<file path="config.mk">
export PLATFORM = sky130hd
export DESIGN_NAME = i2c_master_bit_sequencer
export DESIGN_NICKNAME = d
export VERILOG_FILES = /design/src/hdl/i2cbs_pkg.sv /design/src/hdl/i2cbs_core.sv /design/src/hdl/i2c_master_bit_sequencer.sv
export SDC_FILE = /design/constraint.sdc
export NUM_CORES = 1
export LEC_CHECK = 0
export BUFFER_PORTS_ARGS = -buffer_cell sky130_fd_sc_hd__clkbuf_2
export CAP_MARGIN = 20
export CORE_MARGIN = 5
export CORE_UTILIZATION = 45
export CTS_BUF_LIST = sky130_fd_sc_hd__clkbuf_4
export DETAILED_ROUTE_END_ITERATION = 16
export SYNTH_ARGS = -nofsm -noshare
export SYNTH_HDL_FRONTEND = slang
export SYNTH_SLANG_ARGS = --single-unit
</file>
<file path="constraint.sdc">
create_clock -name clk -period 3.4 [get_ports clk]
set_input_delay 0.51 -clock clk [delete_from_list [all_inputs] [get_ports clk]]
set_output_delay 0.51 -clock clk [all_outputs]
set_load 0.01 [all_outputs]
</file>
<file path="src/hdl/i2cbs_pkg.sv">
// Package for the I2C master bit sequencer: transfer payload types, command
// and phase codes, and default constants.
// Depends on nothing; used by every module of the block.
`default_nettype none

package i2cbs_pkg;

    localparam int TIMEOUT_BITS_DEF = 16;
    localparam logic [15:0] TIMEOUT_RESET = 16'd1000;

    localparam logic [2:0] CMD_NONE      = 3'd0;
    localparam logic [2:0] CMD_START     = 3'd1;
    localparam logic [2:0] CMD_STOP      = 3'd2;
    localparam logic [2:0] CMD_SEND_BYTE = 3'd3;
    localparam logic [2:0] CMD_RECV_BYTE = 3'd4;
    localparam logic [2:0] CMD_SEND_ACK  = 3'd5;
    localparam logic [2:0] CMD_WAIT_ACK  = 3'd6;

    localparam logic [2:0] PH_CLK_LOW  = 3'd0;
    localparam logic [2:0] PH_CLK_HIGH = 3'd1;
    localparam logic [2:0] PH_ACK_LOW  = 3'd2;
    localparam logic [2:0] PH_ACK_POLL = 3'd3;
    localparam logic [2:0] PH_ACK_DONE = 3'd4;

    typedef struct packed {
        logic [2:0] command;
        logic [7:0] tx_byte;
        logic       ack_to_send;
        logic       sda_in;
    } in_item_t;

    typedef struct packed {
        logic       scl_level;
        logic       sda_level;
        logic       busy_res;
        logic       done_res;
        logic [7:0] rx_byte;
        logic       ack_seen;
        logic       timed_out;
    } out_item_t;

endpackage

`default_nettype wire

</file>
<file path="src/hdl/i2cbs_core.sv">
// Sequencer core: the operation state registers and the per-tick step logic.
// Depends on i2cbs_pkg.
`default_nettype none

module i2cbs_core #(
    parameter int TIMEOUT_BITS = i2cbs_pkg::TIMEOUT_BITS_DEF
) (
    input  wire                  clk,
    input  wire                  rst_n,
    input  wire                  step,
    input  i2cbs_pkg::in_item_t  item,
    input  wire  [15:0]          timeout_ticks,
    output i2cbs_pkg::out_item_t result
);

    localparam int CW = (TIMEOUT_BITS + 1 > 17) ? TIMEOUT_BITS + 1 : 17;

    logic [2:0]              op_reg, op_next;
    logic [2:0]              phase_reg, phase_next;
    logic [3:0]              bit_count_reg, bit_count_next;
    logic [7:0]              shift_reg, shift_next;
    logic [7:0]              receive_reg, receive_next;
    logic [TIMEOUT_BITS-1:0] wait_count_reg, wait_count_next;
    logic [1:0]              lines_reg, lines_next;
    logic [1:0]              flags_reg, flags_next;

    logic [TIMEOUT_BITS:0]   wait_inc;
    logic [CW-1:0]           wait_inc_ext;
    logic [CW-1:0]           cap_ext;
    logic [CW-1:0]           limit_ext;
    logic                    scl;
    logic                    sda;
    logic                    busy;
    logic                    done;

    assign wait_inc     = {1'b0, wait_count_reg} + {{TIMEOUT_BITS{1'b0}}, 1'b1};
    assign wait_inc_ext = CW'(wait_inc);
    assign cap_ext      = CW'({1'b0, {TIMEOUT_BITS{1'b1}}});
    assign limit_ext    = CW'(timeout_ticks);

    always_comb
    begin
        op_next         = op_reg;
        phase_next      = phase_reg;
        bit_count_next  = bit_count_reg;
        shift_next      = shift_reg;
        receive_next    = receive_reg;
        wait_count_next = wait_count_reg;
        lines_next      = lines_reg;
        flags_next      = flags_reg;
        scl             = lines_reg[1];
        sda             = lines_reg[0];
        busy            = 1'b0;
        done            = 1'b0;

        if (op_reg == i2cbs_pkg::CMD_NONE &&
            item.command inside {[i2cbs_pkg::CMD_START:i2cbs_pkg::CMD_WAIT_ACK]})
        begin
            op_next        = item.command;
            phase_next     = (item.command == i2cbs_pkg::CMD_WAIT_ACK) ?
                             i2cbs_pkg::PH_ACK_LOW : i2cbs_pkg::PH_CLK_LOW;
            bit_count_next = 4'd0;
            shift_next     = 8'd0;
            if (item.command == i2cbs_pkg::CMD_SEND_BYTE)
            begin
                shift_next = item.tx_byte;
            end
            if (item.command == i2cbs_pkg::CMD_SEND_ACK)
            begin
                shift_next = {7'd0, ~item.ack_to_send};
            end
            if (item.command == i2cbs_pkg::CMD_SEND_BYTE ||
                item.command == i2cbs_pkg::CMD_WAIT_ACK)
            begin
                flags_next      = 2'b00;
                wait_count_next = '0;
            end
        end

        if (op_next != i2cbs_pkg::CMD_NONE)
        begin
            busy = 1'b1;
            case (op_next)
                i2cbs_pkg::CMD_START:
                begin
                    scl = 1'b1;
                    if (phase_next == i2cbs_pkg::PH_CLK_LOW)
                    begin
                        sda        = 1'b1;
                        phase_next = i2cbs_pkg::PH_CLK_HIGH;
                    end
                    else
                    begin
                        sda        = 1'b0;
                        done       = 1'b1;
                        lines_next = 2'b00;
                    end
                end
                i2cbs_pkg::CMD_STOP:
                begin
                    scl = 1'b1;
                    if (phase_next == i2cbs_pkg::PH_CLK_LOW)
                    begin
                        sda        = 1'b0;
                        phase_next = i2cbs_pkg::PH_CLK_HIGH;
                    end
                    else
                    begin
                        sda        = 1'b1;
                        done       = 1'b1;
                        lines_next = 2'b11;
                    end
                end
                i2cbs_pkg::CMD_SEND_ACK:
                begin
                    sda = shift_next[0];
                    if (phase_next == i2cbs_pkg::PH_CLK_LOW)
                    begin
                        scl        = 1'b0;
                        phase_next = i2cbs_pkg::PH_CLK_HIGH;
                    end
                    else
                    begin
                        scl        = 1'b1;
                        done       = 1'b1;
                        lines_next = {1'b0, shift_next[0]};
                    end
                end
                i2cbs_pkg::CMD_RECV_BYTE:
                begin
                    sda = 1'b1;
                    if (phase_next == i2cbs_pkg::PH_CLK_LOW)
                    begin
                        scl        = 1'b0;
                        phase_next = i2cbs_pkg::PH_CLK_HIGH;
                    end
                    else
                    begin
                        scl            = 1'b1;
                        shift_next     = {shift_next[6:0], item.sda_in};
                        bit_count_next = bit_count_next + 4'd1;
                        if (bit_count_next >= 4'd8)
                        begin
                            receive_next = shift_next;
                            done         = 1'b1;
                            lines_next   = 2'b01;
                        end
                        else
                        begin
                            phase_next = i2cbs_pkg::PH_CLK_LOW;
                        end
                    end
                end
                default:
                begin
                    if (phase_next == i2cbs_pkg::PH_CLK_LOW ||
                        phase_next == i2cbs_pkg::PH_CLK_HIGH)
                    begin
                        sda = shift_next[7];
                        if (phase_next == i2cbs_pkg::PH_CLK_LOW)
                        begin
                            scl        = 1'b0;
                            phase_next = i2cbs_pkg::PH_CLK_HIGH;
                        end
                        else
                        begin
                            scl            = 1'b1;
                            shift_next     = {shift_next[6:0], 1'b0};
                            bit_count_next = bit_count_next + 4'd1;
                            phase_next     = (bit_count_next >= 4'd8) ?
                                             i2cbs_pkg::PH_ACK_LOW : i2cbs_pkg::PH_CLK_LOW;
                        end
                    end
                    else if (phase_next == i2cbs_pkg::PH_ACK_LOW)
                    begin
                        scl        = 1'b0;
                        sda        = 1'b1;
                        phase_next = i2cbs_pkg::PH_ACK_POLL;
                    end
                    else if (phase_next == i2cbs_pkg::PH_ACK_POLL)
                    begin
                        scl = 1'b1;
                        sda = 1'b1;
                        if (!item.sda_in)
                        begin
                            flags_next = 2'b01;
                            phase_next = i2cbs_pkg::PH_ACK_DONE;
                        end
                        else if (wait_inc_ext >= limit_ext || wait_inc_ext >= cap_ext)
                        begin
                            flags_next = 2'b10;
                            phase_next = i2cbs_pkg::PH_ACK_DONE;
                        end
                        else
                        begin
                            wait_count_next = wait_inc[TIMEOUT_BITS-1:0];
                        end
                    end
                    else
                    begin
                        scl        = 1'b1;
                        sda        = 1'b1;
                        done       = 1'b1;
                        lines_next = 2'b01;
                    end
                end
            endcase
            if (done)
            begin
                op_next    = i2cbs_pkg::CMD_NONE;
                phase_next = i2cbs_pkg::PH_CLK_LOW;
            end
        end
    end

    always_comb
    begin
        result.scl_level = scl;
        result.sda_level = sda;
        result.busy_res  = busy;
        result.done_res  = done;
        result.rx_byte   = receive_next;
        result.ack_seen  = flags_next[0];
        result.timed_out = flags_next[1];
    end

    always_ff @(posedge clk or negedge rst_n)
    begin
        if (!rst_n)
        begin
            op_reg         <= i2cbs_pkg::CMD_NONE;
            phase_reg      <= i2cbs_pkg::PH_CLK_LOW;
            bit_count_reg  <= 4'd0;
            shift_reg      <= 8'd0;
            receive_reg    <= 8'd0;
            wait_count_reg <= '0;
            lines_reg      <= 2'b11;
            flags_reg      <= 2'b00;
        end
        else if (step)
        begin
            op_reg         <= op_next;
            phase_reg      <= phase_next;
            bit_count_reg  <= bit_count_next;
            shift_reg      <= shift_next;
            receive_reg    <= receive_next;
            wait_count_reg <= wait_count_next;
            lines_reg      <= lines_next;
            flags_reg      <= flags_next;
        end
    end

endmodule

`default_nettype wire

</file>
<file path="src/hdl/i2c_master_bit_sequencer.sv">
// Top level of the I2C master bit sequencer: input register, sequencer core,
// result register and the timeout register. Depends on i2cbs_pkg, i2cbs_core.
// A tick waits in the input register, passes through the core and is captured
// in the result register when the output is not stalled. Throughput: one tick
// per cycle unless the output stalls, set by the single pass through the core.
// Reset clears all but the data registers; lines read released, timeout 1000 ticks.
`default_nettype none

module i2c_master_bit_sequencer #(
    parameter int TIMEOUT_BITS = i2cbs_pkg::TIMEOUT_BITS_DEF
) (
    input  wire                  clk,
    input  wire                  rst_n,
    input  wire                  in_valid,
    output logic                 in_stall,
    input  i2cbs_pkg::in_item_t  in_data,
    output logic                 out_valid,
    input  wire                  out_stall,
    output i2cbs_pkg::out_item_t out_data,
    input  wire                  cfg_valid,
    output logic                 cfg_ready,
    input  wire  [15:0]          cfg_data
);

    logic                 in_vld_reg;
    i2cbs_pkg::in_item_t  in_item_reg;
    logic                 out_vld_reg, out_vld_next;
    i2cbs_pkg::out_item_t out_item_reg;
    i2cbs_pkg::out_item_t core_result;
    logic [15:0]          timeout_reg;
    logic                 advance;

    assign advance   = in_vld_reg && (!out_vld_reg || !out_stall);
    assign in_stall  = in_vld_reg && !advance;
    assign out_valid = out_vld_reg;
    assign out_data  = out_item_reg;
    assign cfg_ready = 1'b1;

    always_comb
    begin
        if (advance)
        begin
            out_vld_next = 1'b1;
        end
        else
        begin
            out_vld_next = out_vld_reg && out_stall;
        end
    end

    i2cbs_core #(
        .TIMEOUT_BITS(TIMEOUT_BITS)
    ) u_core (
        .clk          (clk),
        .rst_n        (rst_n),
        .step         (advance),
        .item         (in_item_reg),
        .timeout_ticks(timeout_reg),
        .result       (core_result)
    );

    always_ff @(posedge clk or negedge rst_n)
    begin
        if (!rst_n)
        begin
            in_vld_reg  <= 1'b0;
            out_vld_reg <= 1'b0;
            timeout_reg <= i2cbs_pkg::TIMEOUT_RESET;
        end
        else
        begin
            if (!in_stall)
            begin
                in_vld_reg <= in_valid;
            end
            out_vld_reg <= out_vld_next;
            if (cfg_valid && cfg_ready)
            begin
                timeout_reg <= cfg_data;
            end
        end
    end

    always_ff @(posedge clk)
    begin
        if (!in_stall && in_valid)
        begin
            in_item_reg <= in_data;
        end
        if (advance)
        begin
            out_item_reg <= core_result;
        end
    end

endmodule

`default_nettype wire

</file>
==> summary.md <==
| Metric | Value |
|---|---|
| Post-synthesis cell type count | 68 |
| DRC | 0 |
| Ys async rst share | 0.703 |
| Largest family of logic cells by synthesized area | simple AND/OR/NAND/NOR gates |
| Placed wire-length estimate | 8630 um |
| Core box area | 10900 um^2 |
| CP required | 3.77 ns |
| PwrDens | 594 nW/um^2 |
| Register area share after synthesis | 0.478 |
| Multiplexer area fraction after synthesis | 0.0321 |
| Number of synthesized flops with an enable pin | 27 |
| Relative slew slack | 0.598 |
| Setup TNS | 0 ns |
| CTS tree | built |
| Vias/cell | 5.55 |
| YS warnings | 0 |
| Final net count | 651 |
| Wire length of the first global-routing pass | 19600 um |
| CP Capture Type | flop |
| Fin crit share | 0.932 |
| Total Wirelength | 11800 um |
| Clock sink count | 91 |
| Number of global-route vias before repair | 3846 |
| CTS Buf Count | 9 |
| Syn Nets | 599 |
| Post-route insts no fill | 743 |
| Pins over their slew limit | 0 |
| Initial antenna violation count | 0 |
| Number of DRC markers in iteration 0 | 304 |
| Critical path startpoint category | flop |
| Synthesized instance count | 546 |
| Clock Skews | 0.0240 ns |
| Min Hold Slack | 0.0454 ns |
| Die area | 13500 um^2 |
| Critical Setup Path Class | reg2reg |
| Leak | 2.50 nW |
| Post-synthesis xor/xnor area fraction | 0.0242 |
| Critical path peak fanout | 15 |
| ANT cells | 0 |
| IO Count | 51 |
| Syn avg cell area | 9.29 um^2 |
| Fill count | 1023 |
| Layout cells sized above 1 | 0.191 |
| Largest net degree at the start of global routing | 39 |
| Clk_lat worst skew | 0.46 ns |
| Setup violators final | 0 |
| Outcome | finished, final reports clean |
| Die width | 116 um |
| Die Y | 116 um |
| Hold Path Class | in2async |
| Top-count cell post-synth | nand2_1 |
| Via count | 4123 |
| Max VDD drop | 0.273 mV |
| Top cell type's share of synthesized area | 0.276 |
| Drt pass-1 iters | 5 |
| Top cells by count, synth | nand2_1 (79), dfrtp_1 (56), nor2_1 (43) |
| # H-tree levels | 3 |
| Seq cells post-synth | 91 |
| Port Buffer Count | 49 |
| WL/cell | 15.8 um |
| Row count | 38 |
| Synth top area cells | dfrtp_1 (28%), edfxtp_1 (16%), nand2_1 (5.8%) |
| Worst-margin pin slew | 0.602 ns |
| Gpl congestion | 0.882 |
| Area growth from synthesis to layout | 12.0% |
| Yosys top cell by area | dfrtp_1 |
| Adder-Cell Fraction of Synth Area | 0.0469 |
| Post-layout minimum cycle time | 3.17 ns |
| Most used DFF post-synth | dfrtp_1 |
| R2R depth | 14 |
| Global Route Usage Sum | 0.183 |
| Final core occ | 0.519 |
| CTS max path bufs | 2 |
| Starting Density | 0.464 |
| Placed insts | 724 |
| Max frequency | 0.316 GHz |
| Final Hold Fails | 0 |
| Antenna-violating nets left | 0 |
| Gr ovfl total | 0 |
| Simple-gate area share of the yosys netlist | 0.199 |
| Clk Tree Root Cell | clkbuf_4 |
| Post-Syn Area | 5070 um^2 |
| Post-synthesis compound-gate area fraction | 0.174 |
| Max_cap viols | 0 |
| Clock Pin Slew Worst Setup and Hold Paths | 0.15 ns |
| Critical path arrival | 3.54 ns |
-- layout make-up --
| cell class | instances | area, um^2 | share of cell area |
|---|---|---|---|
| multi-input combinational | 402 | 2450 | 0.431 |
| sequential | 91 | 2430 | 0.428 |
| timing repair buffer | 65 | 378 | 0.0665 |
| tap | 140 | 175 | 0.0309 |
| inverter | 29 | 109 | 0.0192 |
| clock buffer | 10 | 75.1 | 0.0132 |
| clock inverter | 6 | 66.3 | 0.0117 |
-- kinds of logic after synthesis --
logic type,Yosys count
DFF,91
AOI/OAI and AO/OA,144
xor gates and xnor gates,14
other,1
muxes,15
buffers and inverters,53
and+or+nand+nor,209
adders and majority gates,19
-- metrics by stage --
step / worst slack, ns / instance area, um^2 / total power [mW]
finish: 0.232 / 5680 / 3.37
global route: -0.0190 / 5680 / 3.62
CTS: 0.0533 / 5620 / 3.36
detailed placement: 0.0971 / 5480 / 2.74
global placement: 0.234 / 5480 / 2.72
floorplan: 0.254 / 5070 / 2.43
-- timing repair --
item	CTS	global route
setup endpoints to repair	0	23
gates resized for setup	0	12
buffers inserted	0	3
hold buffers	0	0
-- power by group --
group | internal, mW | total (mW) | switching [mW]
Sequential | 1.35 | 1.50 | 0.151
Clock | 0.236 | 0.627 | 0.391
Combinational | 0.488 | 1.24 | 0.753
Total | 2.08 | 3.37 | 1.30
-- cell usage in the layout (no fill, tap or decap), types with 6 or more instances in the layout --
cell type	n
xor2_1	6
a21oi_1	28
a22oi_1	6
mux2i_1	8
o21ai_0	35
clkbuf_2	49
clkbuf_4	10
o21ai_1	28
edfxtp_1	27
inv_1	28
nor2_1	41
nand4_1	6
nand2_1	79
nand3_1	22
dfstp_2	8
ha_1	19
xnor2_1	6
dfrtp_1	51
a21o_1	7
nor3_1	14
buf_4	15
nor2b_1	6
-- critical path, stage by stage, from the launching register on --
cell,delay (ns)
dfrtp_2,0.43
ha_1,0.18
nand4_1,0.22
nor3_2,0.29
xnor2_2,0.17
inv_1,0.07
ha_1,0.29
a21o_1,0.19
a21o_1,0.17
a21oi_1,0.14
o21ai_1,0.12
or2_2,0.36
nor2_4,0.11
buf_12,0.15
mux2i_1,0.20
-- metal layers --
metal	GRT usage	up-vias	part of all wire
met2	0.252	136	0.42
met4	0.0487	0	0.010
met3	0.0368	12	0.068
met1	0.292	1927	0.50
met5	0	-	0
li1	-	2048	-
-- path summary, 6_finish.rpt --
| path | startpoint | endpoint | slack, ns |
|---|---|---|---|
| min in group clk | in_data[6] | in_item_reg[6]$_DFFE_PP_ | 0.21 |
| worst min register to register | u_core.shift_reg[2]$_DFFE_PN0P_ | u_core.shift_reg[2]$_DFFE_PN0P_ | 0.50 |
| worst max-delay path | u_core.wait_count_reg[1]$_DFFE_PN0P_ | u_core.wait_count_reg[1]$_DFFE_PN0P_ | 0.23 |
| max in group asynchronous | rst_n | u_core.wait_count_reg[5]$_DFFE_PN0P_ | 2.90 |
| worst min-delay path | rst_n | timeout_reg[10]$_DFFE_PN0P_ | 0.05 |
| worst max register to register | u_core.wait_count_reg[1]$_DFFE_PN0P_ | u_core.wait_count_reg[1]$_DFFE_PN0P_ | 0.23 |
Note: power is estimated with default switching activity, not from simulation.
